[config.mk]
export PLATFORM = sky130hd
export DESIGN_NAME = stack_frame_manager
export DESIGN_NICKNAME = d
export VERILOG_FILES = /design/src/rtl/core/sfm_pkg.sv /design/src/rtl/core/sfm_cfg.sv /design/src/rtl/core/sfm_table.sv /design/src/rtl/core/sfm_step.sv /design/src/rtl/core/stack_frame_manager.sv
export SDC_FILE = /design/constraint.sdc
export NUM_CORES = 1
export LEC_CHECK = 0
export ABC_CLOCK_PERIOD_IN_PS = 13000
export BUFFER_PORTS_ARGS = -buffer_cell sky130_fd_sc_hd__buf_2
export CAP_MARGIN = 15
export CORE_MARGIN = 5
export CORE_UTILIZATION = 42
export CTS_CLUSTER_SIZE = 8
export DETAILED_ROUTE_END_ITERATION = 8
export MAX_ROUTING_LAYER = met4
export SYNTH_ARGS = -nofsm -noshare
export SYNTH_HDL_FRONTEND = slang
export SYNTH_HIERARCHICAL = 1
export SYNTH_SLANG_ARGS = --single-unit
[constraint.sdc]
create_clock -name clk_i -period 13 [get_ports clk_i]
set_input_delay 1.3 -clock clk_i [delete_from_list [all_inputs] [get_ports clk_i]]
set_output_delay 1.3 -clock clk_i [all_outputs]
set_load 0.01 [all_outputs]
[src/rtl/core/sfm_pkg.sv]
package sfm_pkg;

  // Field widths of the stream items and the configuration registers
  localparam int ACT_W   = 2;
  localparam int NAME_W  = 64;
  localparam int DATA_W  = 64;
  localparam int SIZE_W  = 4;
  localparam int STAT_W  = 3;
  localparam int PTR_W   = 9;
  localparam int FNUM_W  = 3;
  localparam int HDR_W   = 6;
  localparam int MAXB_W  = 8;
  localparam int APB_DW  = 32;
  localparam int APB_AW  = 5;
  localparam int IN_TDATA_W  = 136;
  localparam int OUT_TDATA_W = 96;

  localparam int DEF_MAX_FRAMES = 5;
  localparam int DEF_ADDR_BITS  = 9;

  localparam logic [PTR_W-1:0]  RST_HEAP_LIMIT  = 9'd0;
  localparam logic [PTR_W-1:0]  RST_STACK_FLOOR = 9'd199;
  localparam logic [PTR_W-1:0]  RST_STACK_BASE  = 9'd394;
  localparam logic [HDR_W-1:0]  RST_HDR_BYTES   = 6'd10;
  localparam logic [MAXB_W-1:0] RST_MAX_BYTES   = 8'd80;

  localparam logic [SIZE_W-1:0] MAX_PUSH_BYTES = 4'd8;

  typedef enum logic [ACT_W-1:0] {
    ACT_CREATE = 2'd0,
    ACT_DELETE = 2'd1,
    ACT_PUSH   = 2'd2
  } action_e;

  typedef enum logic [STAT_W-1:0] {
    ST_OK         = 3'd0,
    ST_BAD_NAME   = 3'd1,
    ST_OVERFLOW   = 3'd2,
    ST_DUPLICATE  = 3'd3,
    ST_NO_SLOT    = 3'd4,
    ST_EMPTY      = 3'd5,
    ST_FRAME_FULL = 3'd6
  } status_e;

  typedef enum logic [2:0] {
    REG_HEAP_LIMIT  = 3'd0,
    REG_STACK_FLOOR = 3'd1,
    REG_STACK_BASE  = 3'd2,
    REG_HDR_BYTES   = 3'd3,
    REG_MAX_BYTES   = 3'd4
  } reg_idx_e;

  typedef struct packed {
    logic [PTR_W-1:0]  heap_limit;
    logic [PTR_W-1:0]  stack_floor;
    logic [PTR_W-1:0]  stack_base;
    logic [HDR_W-1:0]  hdr_bytes;
    logic [MAXB_W-1:0] max_bytes;
  } cfg_t;

  typedef struct packed {
    logic [ACT_W-1:0]  action;
    logic [NAME_W-1:0] item_name;
    logic [DATA_W-1:0] data_value;
    logic [SIZE_W-1:0] data_bytes;
  } item_t;

  typedef struct packed {
    logic [SIZE_W-1:0] write_bytes;
    logic [DATA_W-1:0] write_data;
    logic [PTR_W-1:0]  write_address;
    logic              write_enable;
    logic [FNUM_W-1:0] frame_number;
    logic [PTR_W-1:0]  stack_pointer;
    logic [STAT_W-1:0] status;
  } result_t;

endpackage

[src/rtl/core/sfm_cfg.sv]
module sfm_cfg import sfm_pkg::*; #(
  parameter int ADDR_BITS = DEF_ADDR_BITS
) (
  input  logic              clk_i,
  input  logic              rst_ni,
  input  logic              psel,
  input  logic              penable,
  input  logic              pwrite,
  input  logic [APB_AW-1:0] paddr,
  input  logic [APB_DW-1:0] pwdata,
  output logic [APB_DW-1:0] prdata,
  output logic              pready,
  output cfg_t              cfg_o,
  output logic              base_wr_o,
  output logic [PTR_W-1:0]  base_val_o
);

  localparam logic [PTR_W-1:0] CfgMask =
      (ADDR_BITS >= PTR_W) ? {PTR_W{1'b1}} : PTR_W'((1 << ADDR_BITS) - 1);

  cfg_t     cfg_q;
  logic     wr_en;
  reg_idx_e wr_idx;

  assign pready = 1'b1;
  assign wr_en  = psel & penable & pwrite & pready;
  assign wr_idx = reg_idx_e'(paddr[APB_AW-1:2]);

  always_ff @(posedge clk_i or negedge rst_ni) begin
    if (!rst_ni) begin
      cfg_q.heap_limit  <= RST_HEAP_LIMIT & CfgMask;
      cfg_q.stack_floor <= RST_STACK_FLOOR;
      cfg_q.stack_base  <= RST_STACK_BASE & CfgMask;
      cfg_q.hdr_bytes   <= RST_HDR_BYTES;
      cfg_q.max_bytes   <= RST_MAX_BYTES;
    end else if (wr_en) begin
      unique case (wr_idx)
        REG_HEAP_LIMIT:  cfg_q.heap_limit  <= pwdata[PTR_W-1:0] & CfgMask;
        REG_STACK_FLOOR: cfg_q.stack_floor <= pwdata[PTR_W-1:0] & CfgMask;
        REG_STACK_BASE:  cfg_q.stack_base  <= pwdata[PTR_W-1:0] & CfgMask;
        REG_HDR_BYTES:   cfg_q.hdr_bytes   <= pwdata[HDR_W-1:0];
        REG_MAX_BYTES:   cfg_q.max_bytes   <= pwdata[MAXB_W-1:0];
        default: ;
      endcase
    end
  end

  always_comb begin
    prdata = '0;
    unique case (wr_idx)
      REG_HEAP_LIMIT:  prdata = APB_DW'(cfg_q.heap_limit);
      REG_STACK_FLOOR: prdata = APB_DW'(cfg_q.stack_floor);
      REG_STACK_BASE:  prdata = APB_DW'(cfg_q.stack_base);
      REG_HDR_BYTES:   prdata = APB_DW'(cfg_q.hdr_bytes);
      REG_MAX_BYTES:   prdata = APB_DW'(cfg_q.max_bytes);
      default:         prdata = '0;
    endcase
  end

  assign cfg_o      = cfg_q;
  assign base_wr_o  = wr_en && (wr_idx == REG_STACK_BASE);
  // The new base is taken from the bus, as the register itself only
  // changes at the same edge.
  assign base_val_o = pwdata[PTR_W-1:0] & CfgMask;

endmodule

[src/rtl/core/sfm_table.sv]
module sfm_table import sfm_pkg::*; #(
  parameter int MAX_FRAMES = DEF_MAX_FRAMES,
  parameter int ADDR_BITS  = DEF_ADDR_BITS,
  parameter int CNT_W      = $clog2(MAX_FRAMES + 1),
  parameter int IDX_W      = (MAX_FRAMES > 1) ? $clog2(MAX_FRAMES) : 1
) (
  input  logic                 clk_i,
  input  logic                 wr_en_i,
  input  logic [IDX_W-1:0]     wr_idx_i,
  input  logic [NAME_W-1:0]    wr_name_i,
  input  logic [ADDR_BITS-1:0] wr_base_i,
  input  logic [CNT_W-1:0]     count_i,
  input  logic [NAME_W-1:0]    cmp_name_i,
  output logic                 dup_o,
  output logic [ADDR_BITS-1:0] top_base_o
);

  logic [NAME_W-1:0]    names_q [MAX_FRAMES];
  logic [ADDR_BITS-1:0] bases_q [MAX_FRAMES];
  logic [IDX_W-1:0]     top_idx;

  always_ff @(posedge clk_i) begin
    if (wr_en_i) begin
      names_q[wr_idx_i] <= wr_name_i;
      bases_q[wr_idx_i] <= wr_base_i;
    end
  end

  // Only slots below the frame count are live; names left in freed slots
  // take no part in the duplicate check.
  always_comb begin
    dup_o = 1'b0;
    for (int i = 0; i < MAX_FRAMES; i++) begin
      if ((CNT_W'(i) < count_i) && (names_q[i] == cmp_name_i)) begin
        dup_o = 1'b1;
      end
    end
  end

  assign top_idx    = IDX_W'(count_i - CNT_W'(1));
  assign top_base_o = bases_q[top_idx];

endmodule

[src/rtl/core/sfm_step.sv]
module sfm_step import sfm_pkg::*; #(
  parameter int MAX_FRAMES = DEF_MAX_FRAMES,
  parameter int ADDR_BITS  = DEF_ADDR_BITS,
  parameter int CNT_W      = $clog2(MAX_FRAMES + 1)
) (
  input  item_t                item_i,
  input  cfg_t                 cfg_i,
  input  logic [ADDR_BITS-1:0] tos_i,
  input  logic [CNT_W-1:0]     count_i,
  input  logic                 dup_i,
  input  logic [ADDR_BITS-1:0] top_base_i,
  output logic [ADDR_BITS-1:0] tos_o,
  output logic [CNT_W-1:0]     count_o,
  output logic                 tbl_wr_o,
  output result_t              res_o
);

  localparam int AW = ADDR_BITS;
  localparam int CW = ((AW > PTR_W) ? AW : PTR_W) + 1;
  localparam int UW = ((AW > MAXB_W) ? AW : MAXB_W) + 2;

  logic [SIZE_W-1:0] size_c;
  logic [HDR_W-1:0]  chk_size;
  logic [CW-1:0]     next_ptr;
  logic              collides;
  logic              frame_full;
  logic              name_empty;
  logic [DATA_W-1:0] data_masked;

  always_comb begin
    if (item_i.data_bytes > MAX_PUSH_BYTES) begin
      size_c = MAX_PUSH_BYTES;
    end else if (item_i.data_bytes == '0) begin
      size_c = SIZE_W'(1);
    end else begin
      size_c = item_i.data_bytes;
    end
  end

  // The top bit of the difference is the borrow: a pointer below zero is
  // always under the floor.
  assign chk_size = (item_i.action == ACT_CREATE) ? cfg_i.hdr_bytes : HDR_W'(size_c);
  assign next_ptr = CW'(tos_i) - CW'(chk_size);
  assign collides = next_ptr[CW-1] || (next_ptr < CW'(cfg_i.stack_floor)) ||
                    (next_ptr <= CW'(cfg_i.heap_limit));

  assign frame_full = (UW'(top_base_i) + UW'(size_c)) > (UW'(tos_i) + UW'(cfg_i.max_bytes));
  assign name_empty = (item_i.item_name == '0);

  always_comb begin
    for (int b = 0; b < DATA_W / 8; b++) begin
      data_masked[b*8 +: 8] = (SIZE_W'(b) < size_c) ? item_i.data_value[b*8 +: 8] : 8'h00;
    end
  end

  always_comb begin
    status_e st;
    st       = ST_OK;
    tos_o    = tos_i;
    count_o  = count_i;
    tbl_wr_o = 1'b0;
    res_o    = '0;
    unique case (item_i.action)
      ACT_CREATE: begin
        if (name_empty) begin
          st = ST_BAD_NAME;
        end else if (collides) begin
          st = ST_OVERFLOW;
        end else if (dup_i) begin
          st = ST_DUPLICATE;
        end else if (count_i >= CNT_W'(MAX_FRAMES)) begin
          st = ST_NO_SLOT;
        end else begin
          tbl_wr_o           = 1'b1;
          count_o            = count_i + CNT_W'(1);
          res_o.frame_number = FNUM_W'(count_i + CNT_W'(1));
          tos_o              = tos_i - AW'(cfg_i.hdr_bytes);
        end
      end
      ACT_DELETE: begin
        if ((tos_i == AW'(cfg_i.stack_base)) || (count_i == '0)) begin
          st = ST_EMPTY;
        end else begin
          count_o = count_i - CNT_W'(1);
          tos_o   = top_base_i;
        end
      end
      ACT_PUSH: begin
        if (name_empty) begin
          st = ST_BAD_NAME;
        end else if (collides) begin
          st = ST_OVERFLOW;
        end else if (count_i == '0) begin
          st = ST_EMPTY;
        end else if (frame_full) begin
          st = ST_FRAME_FULL;
        end else begin
          res_o.write_enable  = 1'b1;
          res_o.write_address = PTR_W'(tos_i);
          res_o.write_bytes   = size_c;
          res_o.write_data    = data_masked;
          tos_o               = tos_i - AW'(size_c);
        end
      end
      default: ;
    endcase
    res_o.status        = st;
    res_o.stack_pointer = PTR_W'(tos_o);
  end

endmodule

[src/rtl/core/stack_frame_manager.sv]
// Stack frame manager: a downward-growing call stack with a small frame table.
// Input items arrive on the s_axis channel (tuser carries the action: create
// a frame, delete the top frame or push a value); every item produces exactly
// one result item on the m_axis channel with a status, the new stack pointer,
// the number of a newly created frame and, for an accepted push, one
// little-endian memory write (address, data, byte count).
// Registers are to be written through the APB port only while no item is in
// flight; the block itself does not enforce this. Writing the stack base also
// moves the stack pointer when no frame exists and no item is being processed.
// An input register and a result register bracket a single combinational step
// that reads and updates the pointer, frame count and frame table, so one item
// is taken per cycle while the receiver takes results. A stalled receiver
// holds the result register; the input register still takes one more item,
// after which s_axis_tready_o falls until the result is taken.
// Reset empties both registers, clears the frame count and loads the stack
// pointer with the reset stack base; frame table entries need no reset.
module stack_frame_manager import sfm_pkg::*; #(
  parameter int MAX_FRAMES = DEF_MAX_FRAMES,
  parameter int ADDR_BITS  = DEF_ADDR_BITS
) (
  input  logic                   clk_i,
  input  logic                   rst_ni,
  input  logic                   s_axis_tvalid_i,
  output logic                   s_axis_tready_o,
  // item_name [63:0], data_value [127:64], data_bytes [131:128], zero pad
  input  logic [IN_TDATA_W-1:0]  s_axis_tdata_i,
  // action [1:0]
  input  logic [ACT_W-1:0]       s_axis_tuser_i,
  output logic                   m_axis_tvalid_o,
  input  logic                   m_axis_tready_i,
  // status [2:0], stack_pointer [11:3], frame_number [14:12],
  // write_enable [15], write_address [24:16], write_data [88:25],
  // write_bytes [92:89], zero pad
  output logic [OUT_TDATA_W-1:0] m_axis_tdata_o,
  input  logic                   psel,
  input  logic                   penable,
  input  logic                   pwrite,
  input  logic [APB_AW-1:0]      paddr,
  input  logic [APB_DW-1:0]      pwdata,
  output logic [APB_DW-1:0]      prdata,
  output logic                   pready
);

  localparam int AW    = ADDR_BITS;
  localparam int CNT_W = $clog2(MAX_FRAMES + 1);
  localparam int IDX_W = (MAX_FRAMES > 1) ? $clog2(MAX_FRAMES) : 1;
  localparam logic [AW-1:0] TosRst = AW'(RST_STACK_BASE);

  cfg_t             cfg;
  logic             base_wr;
  logic [PTR_W-1:0] base_val;
  logic             in_valid_q;
  item_t            item_q;
  logic             out_valid_q;
  result_t          res_q;
  logic             advance;
  logic [AW-1:0]    tos_q, tos_d;
  logic [CNT_W-1:0] count_q, count_d;
  logic             tbl_wr;
  logic             dup;
  logic [AW-1:0]    top_base;
  result_t          res_d;

  sfm_cfg #(
    .ADDR_BITS(ADDR_BITS)
  ) u_cfg (
    .clk_i     (clk_i),
    .rst_ni    (rst_ni),
    .psel      (psel),
    .penable   (penable),
    .pwrite    (pwrite),
    .paddr     (paddr),
    .pwdata    (pwdata),
    .prdata    (prdata),
    .pready    (pready),
    .cfg_o     (cfg),
    .base_wr_o (base_wr),
    .base_val_o(base_val)
  );

  sfm_table #(
    .MAX_FRAMES(MAX_FRAMES),
    .ADDR_BITS (ADDR_BITS),
    .CNT_W     (CNT_W),
    .IDX_W     (IDX_W)
  ) u_table (
    .clk_i     (clk_i),
    .wr_en_i   (advance && tbl_wr),
    .wr_idx_i  (IDX_W'(count_q)),
    .wr_name_i (item_q.item_name),
    .wr_base_i (tos_q),
    .count_i   (count_q),
    .cmp_name_i(item_q.item_name),
    .dup_o     (dup),
    .top_base_o(top_base)
  );

  sfm_step #(
    .MAX_FRAMES(MAX_FRAMES),
    .ADDR_BITS (ADDR_BITS),
    .CNT_W     (CNT_W)
  ) u_step (
    .item_i    (item_q),
    .cfg_i     (cfg),
    .tos_i     (tos_q),
    .count_i   (count_q),
    .dup_i     (dup),
    .top_base_i(top_base),
    .tos_o     (tos_d),
    .count_o   (count_d),
    .tbl_wr_o  (tbl_wr),
    .res_o     (res_d)
  );

  // The held item is processed when the result register is free or is
  // being emptied in the same cycle.
  assign advance         = in_valid_q && (!out_valid_q || m_axis_tready_i);
  assign s_axis_tready_o = !in_valid_q || advance;

  always_ff @(posedge clk_i or negedge rst_ni) begin
    if (!rst_ni) begin
      in_valid_q <= 1'b0;
    end else if (s_axis_tready_o) begin
      in_valid_q <= s_axis_tvalid_i;
    end
  end

  always_ff @(posedge clk_i) begin
    if (s_axis_tready_o && s_axis_tvalid_i) begin
      item_q.action     <= s_axis_tuser_i;
      item_q.item_name  <= s_axis_tdata_i[NAME_W-1:0];
      item_q.data_value <= s_axis_tdata_i[NAME_W +: DATA_W];
      item_q.data_bytes <= s_axis_tdata_i[NAME_W+DATA_W +: SIZE_W];
    end
  end

  always_ff @(posedge clk_i or negedge rst_ni) begin
    if (!rst_ni) begin
      tos_q   <= TosRst;
      count_q <= '0;
    end else if (advance) begin
      tos_q   <= tos_d;
      count_q <= count_d;
    end else if (base_wr && (count_q == '0)) begin
      tos_q <= AW'(base_val);
    end
  end

  always_ff @(posedge clk_i or negedge rst_ni) begin
    if (!rst_ni) begin
      out_valid_q <= 1'b0;
    end else if (advance) begin
      out_valid_q <= 1'b1;
    end else if (m_axis_tready_i) begin
      out_valid_q <= 1'b0;
    end
  end

  always_ff @(posedge clk_i) begin
    if (advance) begin
      res_q <= res_d;
    end
  end

  assign m_axis_tvalid_o = out_valid_q;
  assign m_axis_tdata_o  = OUT_TDATA_W'(res_q);

endmodule
==> results of run 1 <==
[cell type report]
class / count / area [µm²] / share of cell area (%)
clock buffers: 107 / 2359 / 7.134
well taps: 882 / 1104 / 3.338
multi-input cells: 1084 / 8650 / 26.16
flip-flops and latches: 647 / 19170 / 58.00
diodes: 8 / 20.02 / 0.06055
repair buffers: 278 / 1446 / 4.375
clock inverters: 6 / 77.57 / 0.2346
inverters: 61 / 231.5 / 0.7001
[registers in the layout, summed over array words and instances (netlist names)]
register / cells
count_q: 3
in_valid_q: 1
item_q: 134
m_axis_tdata_o: 93
m_axis_tvalid_o: 1
tos_q: 9
u_cfg/cfg_o: 41
u_table/bases_q: 45
u_table/names_q: 320
[worst min-delay path by stage]
stage	from	endpoint	slack (ns)	depth (start not counted)
3_5_place_dp	item_q[4]	m_axis_tdata_o[25]	0.50	1
6_report	item_q[41]	m_axis_tdata_o[62]	0.51	1
2_1_floorplan	in_valid_q	m_axis_tvalid_o	0.47	1
3_3_place_gp	item_q[43]	m_axis_tdata_o[64]	0.50	1
4_1_cts	item_q[41]	m_axis_tdata_o[62]	0.51	1
5_1_grt	item_q[7]	m_axis_tdata_o[28]	0.52	1
[per-stage QoR]
stage	worst slack, ns	cell area, µm²	power (mW)	cells	hold WS [ns]
finish	5.892	33060	6.449	3073	0.5098
global route	5.235	33060	6.781	3073	0.5237
CTS	5.764	33040	6.500	3065	0.5116
detailed placement	5.749	30610	4.390	2952	0.5039
global placement	5.868	30610	4.358	2952	0.4985
floorplan	2.622	28870	3.903	1937	0.4711
[cells in the final DEF (no fill, tap or decap), types with 6 or more instances in the layout]
cell type  count
a31oi_1       10
edfxtp_1     592
mux2_2        67
diode_2        8
nor3b_1        8
nor3_1        27
mux2_1        13
inv_1         57
nand2b_1       7
dfrtp_1       38
mux4_2         9
nor2_1        40
and2_1        60
xnor2_1       96
o22ai_1        9
nand2_1       41
a21oi_1       38
dfstp_2       17
conb_1        27
clkbuf_1      15
nand3_1       10
ha_1          62
o21a_1         6
clkbuf_16     92
buf_2        256
xor2_1       249
nor2b_1        9
buf_4         22
mux2i_1       11
o211ai_1       9
a21o_1         9
nand4_1       43
nor4_1        92
o31a_1         7
o21ai_0       23
a22oi_1        7
and3_1        13
[cells by family (layout without fill, tap and decap cells)]
group / after synthesis / after routing / share of synthesized area (%)
XOR/XNOR: 346 / 346 / 10.56
other: 3 / 35 / 0.03913
adder cells (fa/ha/maj): 67 / 67 / 3.043
AO/OA/AOI/OAI: 162 / 162 / 3.952
multiplexers: 100 / 100 / 4.217
buffers and inverters: 206 / 452 / 3.743
flip-flops: 647 / 647 / 66.63
AND/OR/NAND/NOR: 382 / 382 / 7.821
[metal layers]
metal / part of all wire [%] / wire length (µm)
met1: 43 / 31700
met2: 47 / 34280
met3: 8.0 / 5882
met4: 2.3 / 1663
met5: 0 / 0
[power by group]
part	leakage, nW	internal (mW)	switching (mW)	total, mW
clock network	1.19	1.26	0.828	2.09
registers	6.15	2.49	0.234	2.73
logic	4.69	0.667	0.969	1.64
total	12.0	4.42	2.03	6.45
==> flow_metrics.tcl, run 1 <==
set metrics [dict create \
    drt_iter0_markers 1300 \
    cts_tree "yes" \
    arrival_ns 7.58 \
    detail-route-antenna-nets 0 \
    clock_skew_ns 0.03236 \
    flow.area_growth_from_synthesis_pct 14.88 \
    synthFlopType "edfxtp_1" \
    ff2ff_path_depth 19 \
    crit_family "simple AND/OR/NAND/NOR gates" \
    path_max_fanout 22 \
    grt_overflow_total 0 \
    maxCapViolCount 0 \
    hpwl_mm 49.45 \
    crit_cells 19 \
    grtUsageMet3_pct 5.683 \
    gp_congestion 0.8640 \
    vias 16454 \
    finalMaxSlewViolations 0 \
    utilization_pct 48.46 \
    holdCritPathClass "flop to flop" \
    criticalPathCategory "flop to flop" \
    portBuffers 256 \
    synth-seq-cells 647 \
    ctsHoldBuffers 0 \
    peakVddDrop_uv 152.8 \
    timing.rr.end "m_axis_tdata_o[43]" \
    power.density_mw_per_mm2 195.1 \
    r2r_slack_ns 5.89 \
    rows 96 \
    synth_top_area_share_pct 61.77 \
    worst-path-buf-inv 1 \
    critPathLaunchType "flop" \
    status "finished, final reports clean" \
    root_buffer "clkbuf_16" \
    route.detailed.drc 0 \
    syn_area_mm2 0.02878 \
    cts_resized 0 \
    synth_edf_count 592 \
    core_mm2 0.06823 \
    ys_types 80 \
    end_kind "flop" \
    final_nets 2412 \
    die_h_um 271.8 \
    grt.total_usage_pct 20.01 \
    grt_max_degree 76 \
    finalSetupViolations 0 \
    finalHoldViolations 0 \
    cts_made_buffers 91 \
    finalCritPeriodShare_pct 54.67 \
    syn_area_per_cell_um2 15.04 \
    wire_per_inst_um 23.93 \
    max_slew_margin_pct 25.56 \
    die_area_mm2 0.07386 \
    met1_usage_pct 26.19 \
    critical-path-max-stage-delay_ns 1.03 \
    worst_pin_slew_ns 1.106 \
    crit_slowest_cell "nor3_1" \
    num-fill-cells 5886 \
    grt_pass1_vias 16639 \
    startpoint "count_q[0]" \
    crit_required_ns 13.48 \
    r2r_start "count_q[0]" \
    die_w_um 271.8 \
    clk_pin_slew_ns 0.05 \
    cp_cell_sequence "inv_1 > ha_1 > mux4_2 > mux2_2 > ha_1 > a21o_1 > a21oi_1 > nor2b_1 > o21ai_0 > nor2_1 > xor2_1 > ha_1 > nand4_1 > o21ai_0 > a211oi_1 > o31a_1 > nand3_2 > nor3_1 > and2_1" \
    synth_common_cells "edfxtp_1, xor2_1, xnor2_1, nor4_1, mux2_2" \
    async_flop_share_pct 8.501 \
    rsz0062_at_grt "no" \
    grtUsageMet2_pct 31.02 \
    netlist_instances 1913 \
    min_period_ns 7.108 \
    drive_above_1_share_pct 22.77 \
    yosysSeqAreaShare_pct 66.63 \
    clockBufferDepth 3 \
    vias_per_cell 5.354 \
    synthTopCellsByArea "edfxtp_1, xor2_1, dfrtp_1, xnor2_1, ha_1" \
    io_pins 313 \
    drtPass1Iterations 5 \
    cp-endpoint "m_axis_tdata_o[43]" \
    cts_num_sinks 647 \
    h-tree-depth 3 \
    yosys.area.top_type "edfxtp_1" \
    cts_setup_buffers 0 \
    path_common_cell "ha_1" \
    synth.most_common_cell "edfxtp_1" \
    insertion_delay_ns 0.63 \
    antenna_found_initial 9 \
    leakage_nw 12.02 \
    fin_setup_tns_ns 0 \
    fmax_mhz 140.7 \
    start_util_pct 42.18 \
    top_usage_layer "met2" \
    yosysWarnings 6 \
    grt_first_pass_wirelength_mm 108.2 \
    wirelength_mm 73.53 \
]
No activity file was read; power rests on OpenSTA's default activity.
==> inputs of run 2 (changes only) <==
Settings changed: ABC_CLOCK_PERIOD_IN_PS 13000 to 6790.
Clock period 13 ns to 6.79 ns, I/O delays scaled along.
==> flow_metrics.tcl, run 2 (same netlist as run 1, synthesis figures left out) <==
set metrics [dict create \
    status "finished, final reports clean" \
    maxCapViolCount 0 \
    die_w_um 271.8 \
    grt_pass1_vias 17456 \
    critical-path-max-stage-delay_ns 0.68 \
    peakVddDrop_uv 207.1 \
    cts_num_sinks 647 \
    top_register "u_table/names_q" \
    final_nets 2451 \
    rsz0062_at_grt "no" \
    hpwl_mm 51.22 \
    path_max_fanout 9 \
    max_slew_margin_pct 30.12 \
    end_kind "flop" \
    rows 96 \
    vias 16804 \
    crit_required_ns 7.11 \
    grt_max_degree 74 \
    finalSetupViolations 0 \
    clock_skew_ns 0.02391 \
    grt.total_usage_pct 20.74 \
    criticalPathCategory "flop to flop" \
    drtPass1Iterations 7 \
    final_common_cell "edfxtp_1" \
    start_util_pct 42.18 \
    h-tree-depth 3 \
    gp_congestion 0.8762 \
    portBuffers 256 \
    cts_resized 0 \
    arrival_ns 6.46 \
    fin_setup_tns_ns 0 \
    hold_ws_ns 0.2167 \
    path_common_cell "o21ai_0" \
    cts_tree "yes" \
    die_h_um 271.8 \
    num-fill-cells 5841 \
    finalCritPeriodShare_pct 90.55 \
    root_buffer "clkbuf_16" \
    ctsHoldBuffers 0 \
    grt_overflow_total 0 \
    worst_pin_slew_ns 1.039 \
    grt_first_pass_wirelength_mm 111.7 \
    cts_setup_buffers 0 \
    critPathLaunchType "flop" \
    switching_share_pct 31.50 \
    finalHoldViolations 0 \
    insertion_delay_ns 0.62 \
    flow.area_growth_from_synthesis_pct 16.41 \
    cts_made_buffers 91 \
    largest_reg_flops 320 \
    finalMaxSlewViolations 0 \
    pwr-share-clk_pct 32.4 \
    power.switching_mw 3.951 \
    crit_slowest_cell "nor3b_4" \
    antenna_found_initial 11 \
    die_area_mm2 0.07386 \
    route.detailed.drc 0 \
    drt_iter0_markers 1365 \
    detail-route-antenna-nets 0 \
    vias_per_cell 5.395 \
    holdCritPathClass "primary input to asynchronous set/reset pin" \
    layout_common_cells "edfxtp_1, buf_2, xor2_1" \
    wire_per_inst_um 24.20 \
    core_mm2 0.06823 \
    pwr-share-seq_pct 40.7 \
    drive_above_1_share_pct 24.24 \
    clk_pin_slew_ns 0.05 \
    clockBufferDepth 3 \
    cp_cell_sequence "inv_1 > o21ai_0 > o21ai_0 > ha_1 > inv_1 > fa_1 > a21o_1 > a21oi_1 > o21bai_1 > a21oi_1 > nand2_1 > xnor2_1 > ha_1 > o21ai_0 > nor2_1 > o22ai_1 > a2111oi_4 > nand3_2 > nor2_1 > and3_1 > nand2b_1 > nor3b_4 > buf_4" \
    io_pins 313 \
    power.density_mw_per_mm2 374.4 \
    wirelength_mm 75.39 \
    fmax_mhz 162.6 \
    power_frac_comb_pct 27.0 \
    intPower_mw 8.591 \
    min_period_ns 6.148 \
    leakage_nw 12.26 \
]
run 2: changes by cell type in the layout (fill, tap and decap cells not counted), moves of 2 or more:
cell    before  now
buf_4       22   55
buf_12       0    6
nor3_2       5    3
nor3_4       0    2
run 2: cell type report:
cell class / count / area [µm²] / area share [%]
Sequential cell: 647 / 19170 / 57.24
Inverter: 61 / 230.2 / 0.6872
Tap cell: 882 / 1104 / 3.294
Timing Repair Buffer: 317 / 1814 / 5.415
Clock buffer: 109 / 2387 / 7.126
Antenna cell: 9 / 22.52 / 0.06723
Clock inverter: 6 / 92.59 / 0.2764
Multi-Input combinational cell: 1084 / 8676 / 25.90
run 2: per-layer routing:
metal,track usage [%],up-vias,wire length (µm)
met1,26.92,8383,32090
met5,-,-,0
met3,5.975,154,6417
li1,-,7588,-
met4,6.598,0,2376
met2,31.78,679,34500
run 2: path summary, 6_finish.rpt:
kind | cells past startpoint | end | startpoint | slack, ns
worst max-delay path | 23 | u_table/bases_q[4][5] | item_q[3] | 0.64
worst min-delay path | 2 | u_cfg/cfg_o[2] | rst_ni | 0.22
worst max register to register | 23 | u_table/bases_q[4][5] | item_q[3] | 0.64
worst min register to register | 1 | m_axis_tdata_o[47] | item_q[26] | 0.51
max in group asynchronous | 2 | count_q[1] | rst_ni | 6.06
min in group clk_i | 1 | item_q[131] | s_axis_tdata_i[63] | 0.23
run 2: power by group through the flow:
stage / clock network, mW / logic [mW] / registers (mW)
3_5_place_dp: 0 / 3.35 / 5.17
2_1_floorplan: 0 / 2.38 / 5.10
3_3_place_gp: 0 / 3.30 / 5.16
4_1_cts: 4.17 / 3.37 / 5.10
5_1_grt: 4.34 / 3.70 / 5.13
6_report: 4.06 / 3.38 / 5.10
run 2: worst max-delay path, delay by kind of cell (launching register included):
family	cells	cell delay, ns
AOI/OAI and AO/OA	9	2.18
and+or+nand+nor	7	1.62
adders and majority gates	3	0.92
buffers and inverters	3	0.58
DFF	1	0.38
xor gates and xnor gates	1	0.17
run 2: per-stage QoR:
| step | total power [mW] | instance area, µm² | cells | worst slack, ns | util, % |
|---|---|---|---|---|---|
| final | 12.54 | 33500 | 3115 | 0.6416 | 49.10 |
| after global routing | 13.17 | 33500 | 3115 | 0.3010 | 49.10 |
| after CTS | 12.65 | 33480 | 3106 | 0.6477 | 49.07 |
| after detailed placement | 8.520 | 31000 | 2991 | 0.6660 | 45.44 |
| after global placement | 8.459 | 31000 | 2991 | 0.6980 | 45.44 |
| after floorplan | 7.479 | 28910 | 1937 | 0.02733 | - |
